<file path="src/hw/rtl/cofe_clear.sv">
// reset clearing sweep for the per-entry count memories
// depends on no other file; parameters give the address width and the last address
module cofe_clear #(
	parameter int AW = 13,
	parameter int LAST = 4096
) (
	input  logic          clk,
	input  logic          arst_n,
	output logic          busy,
	output logic [AW-1:0] addr
);
	logic [AW-1:0] cnt_q;
	logic          busy_q;

	// walk every address once after reset
	always_ff @(posedge clk or negedge arst_n) begin
		if (!arst_n) begin
			cnt_q  <= '0;
			busy_q <= 1'b1;
		end else if (busy_q) begin
			if (cnt_q == AW'(LAST)) begin
				busy_q <= 1'b0;
			end
			cnt_q <= cnt_q + 1'b1;
		end
	end

	assign busy = busy_q;
	assign addr = cnt_q;
endmodule

</file>
<file path="config.mk">
export PLATFORM = sky130hd
export DESIGN_NAME = cofe_clear
export DESIGN_NICKNAME = d
export VERILOG_FILES = /design/src/hw/rtl/cofe_clear.sv
export SDC_FILE = /design/constraint.sdc
export NUM_CORES = 1
export LEC_CHECK = 0
export BUFFER_PORTS_ARGS = -buffer_cell sky130_fd_sc_hd__buf_4
export CORE_MARGIN = 2
export CORE_UTILIZATION = 48
export DETAILED_ROUTE_END_ITERATION = 10
export GPL_TIMING_DRIVEN = 0
export PLACE_DENSITY = 0.73
export SKIP_LAST_GASP = 1
export SLEW_MARGIN = 0
export SYNTH_ARGS = -nofsm -noshare
export SYNTH_HDL_FRONTEND = slang
export SYNTH_SLANG_ARGS = --single-unit
</file>
<file path="constraint.sdc">
create_clock -name clk -period 1.8 [get_ports clk]
set_input_delay 0.36 -clock clk [delete_from_list [all_inputs] [get_ports clk]]
set_output_delay 0.36 -clock clk [all_outputs]
set_load 0.01 [all_outputs]
</file>
==> flow_metrics.py <==
metrics = {
    "cts": {
        "clockBufferDepth": 2,
        "clk_latency_ns": 0.27,
        "post_cts_buffers": 0,
        "cts.sinks": 14,
        "cts_buffers": 3,
        "cts-root-buf": "clkbuf_4",
        "cts_resized": 0,
        "cts_tree": "done",
        "htree_levels": 1,
        "clk_pin_slew_ns": 0.08,
    },
    "pwr": {
        "p_clk_share_pct": 35.4,
        "powerDensity_nw_per_um2": 591.8,
        "total_leakage_power_nw": 0.4647,
        "combPwrFrac_pct": 1.8,
        "seqPwrFrac_pct": 62.9,
        "netSwitchingFraction_pct": 19.41,
        "p_int_w": 0.0004028,
        "switching_power_w": 0.00009700,
        "vdd_drop_max_v": 0.0004797,
        "finalPower_w": 0.0004998,
    },
    "sta": {
        "setup_ws_ns": 0.3672,
        "tightest_slew_ns": 0.3421,
        "finalHoldViolCount": 0,
        "period_minus_slack_ns": 1.433,
        "drv_slew": 0,
        "slew_headroom_pct": 76.87,
        "fmax_mhz": 698.0,
        "finalSetupViolCount": 0,
        "setup_tns_ns": 0,
        "fin_skew_ns": 0.003154,
        "period_share_pct": 79.60,
        "grt_setup_unrepaired": "false",
    },
    "critical_path": {
        "cp-start-kind": "flip-flop",
        "cp.required_ns": 2.00,
        "cp_max_fo": 8,
        "path_cells": "buf_2 -> nand4_4 -> nor4_2 -> xor2_1",
        "critPathTopFamily": "flip-flops",
        "cp_slowest_cell": "dfstp_2",
        "regToRegStartpoint": "busy",
        "startpoint": "busy",
        "endpoint_kind": "flip-flop",
        "slowest_delay_ns": 0.53,
        "critPathArrivalTime_ns": 1.63,
        "crit_type": "flip-flop to flip-flop",
        "critPathBufInv": 1,
    },
    "global_route": {
        "grt_overflow": 0,
        "grt_pass1_wl_mm": 2.097,
        "grt_max_degree": 15,
        "grtUsageTotal_pct": 15.92,
        "antenna_found_initial": 0,
        "grt_pass1_vias": 464,
    },
    "synthesis": {
        "synth_area_per_cell_um2": 11.88,
        "seq_area_frac_synth_pct": 51.94,
        "synthCells": 57,
        "syn_area_um2": 676.9,
        "synth_cell_types": 19,
        "synth_nets": 61,
        "yosysWarnings": 0,
        "ys_ff_latch": 14,
    },
    "floorplan": {
        "fp.dieH_um": 41.55,
        "io_pins": 16,
        "die_x_um": 41.55,
        "dieArea_um2": 1726,
        "rows": 13,
        "core_um2": 1301,
        "start_util_pct": 52.02,
    },
    "cells_and_area": {
        "final_util_pct": 64.90,
        "n_antenna_cell": 0,
        "final_nets": 82,
        "layout_commonest_cell": "buf_4",
        "area_growth_pct": 24.77,
        "drive_gt1_share_pct": 32.47,
        "layout_common_cells": "15 x buf_4, 13 x dfrtp_1, 8 x nand2_1, 8 x xor2_1, 4 x xnor2_1",
    },
    "route": {
        "drc": 0,
        "drt-pass1-iter-count": 4,
        "routedWlPerCell_um": 12.77,
        "drtIter0Drc": 10,
        "dr_total_vias": 463,
        "antenna_left": 0,
        "finalWirelength_mm": 1.175,
        "viasPerCell": 5.033,
    },
    "place": {
        "portBuffers": 15,
        "place_hpwl_um": 871.1,
        "place.gp.congestion": 0.7062,
        "pre_cts_ws_ns": 0.3536,
    },
    "worst_hold_path": {
        "hp-class": "input port to asynchronous set/reset pin",
    },
    "outcome": {
        "status": "completed",
    },
    "run": {
        "maxCapViolations": 0,
    },
}
==> flip-flops by register name (all words and copies together), names as in the netlist <==
register and flops:
addr 13, busy 1
==> power groups by stage <==
| stage | Clock, W | Sequential, W | Combinational [W] |
|---|---|---|---|
| floorplan | 0 | 0.000321 | 0.000000000172 |
| global placement | 0 | 0.000320 | 0.00000762 |
| detailed placement | 0 | 0.000320 | 0.00000767 |
| CTS | 0.000185 | 0.000314 | 0.00000940 |
| global route | 0.000204 | 0.000314 | 0.0000106 |
| finish | 0.000177 | 0.000314 | 0.00000880 |
==> cells by family (layout without fill, tap and decap cells) <==
group,after synthesis,count (layout),synth area share (%)
fa+ha+maj,2,2,3.696
xor+xnor,12,12,15.53
simple gates,23,23,24.77
buf+inv,4,24,2.402
flops,14,14,51.94
compound gates,2,2,1.663
==> path summary, 6_finish.rpt <==
check	endpoint	slack [ns]	cells past startpoint
min	addr[2]	0.47	2
max in group asynchronous	busy	1.09	2
min in group clk	addr[12]	0.49	1
max reg2reg	addr[11]	0.37	4
min reg2reg	addr[12]	0.49	1
max	addr[11]	0.37	4
==> what timing repair did <==
action / 4_1_cts / 5_1_grt
hold endpoints to repair: 13 / 0
setup endpoints to repair: 0 / 0
hold buffers: 1 / 0
==> routing by layer <==
metal | track usage [%] | routed length, um | vias up
met5 | 0 | 0 | -
met4 | 7.742 | 14 | 0
met3 | 2.609 | 55 | 2
met2 | 23.44 | 550 | 9
met1 | 22.73 | 555 | 219
li1 | - | - | 233
==> cells in the mapped netlist <==
master | instances | area share (%)
ha_1 | 2 | 3.7
xnor2_1 | 4 | 5.2
nor3_1 | 2 | 1.5
nand2_1 | 8 | 4.4
nor4_2 | 2 | 3.7
nand4_1 | 1 | 0.92
xor2_1 | 8 | 10
nand4_2 | 1 | 1.8
dfrtp_1 | 13 | 48
dfstp_2 | 1 | 3.9
a31oi_1 | 1 | 0.92
nor4b_1 | 2 | 2.6
buf_2 | 1 | 0.74
nor2_1 | 3 | 1.7
nor4_1 | 1 | 0.92
nand4_4 | 2 | 6.3
o21ai_0 | 1 | 0.74
and3_1 | 1 | 0.92
inv_1 | 3 | 1.7
==> area by class of cell <==
class | instances | area [um2]
clock buffers | 4 | 26.28
repair buffers | 16 | 122.6
inverters | 3 | 11.26
fillers | 107 | 456.7
well taps | 15 | 18.77
plain buffers | 1 | 5.005
flip-flops and latches | 14 | 351.6
multi-input cells | 39 | 309.0
==> worst register-to-register path, cell delays in order, from the launching register on <==
cell	delay [ns]
dfstp_2	0.53
buf_2	0.21
nand4_4	0.17
nor4_2	0.29
xor2_1	0.17
==> metrics by stage <==
stage               std cells  instance area (um2)  hold slack [ns]
finish                     92                844.6           0.4702
global route               92                844.6           0.4806
CTS                        92                844.6           0.4662
detailed placement         87                808.3           0.2162
global placement           87                808.3           0.2158
floorplan                  57                676.9          0.06441
Note: power is estimated with default switching activity, not from simulation.
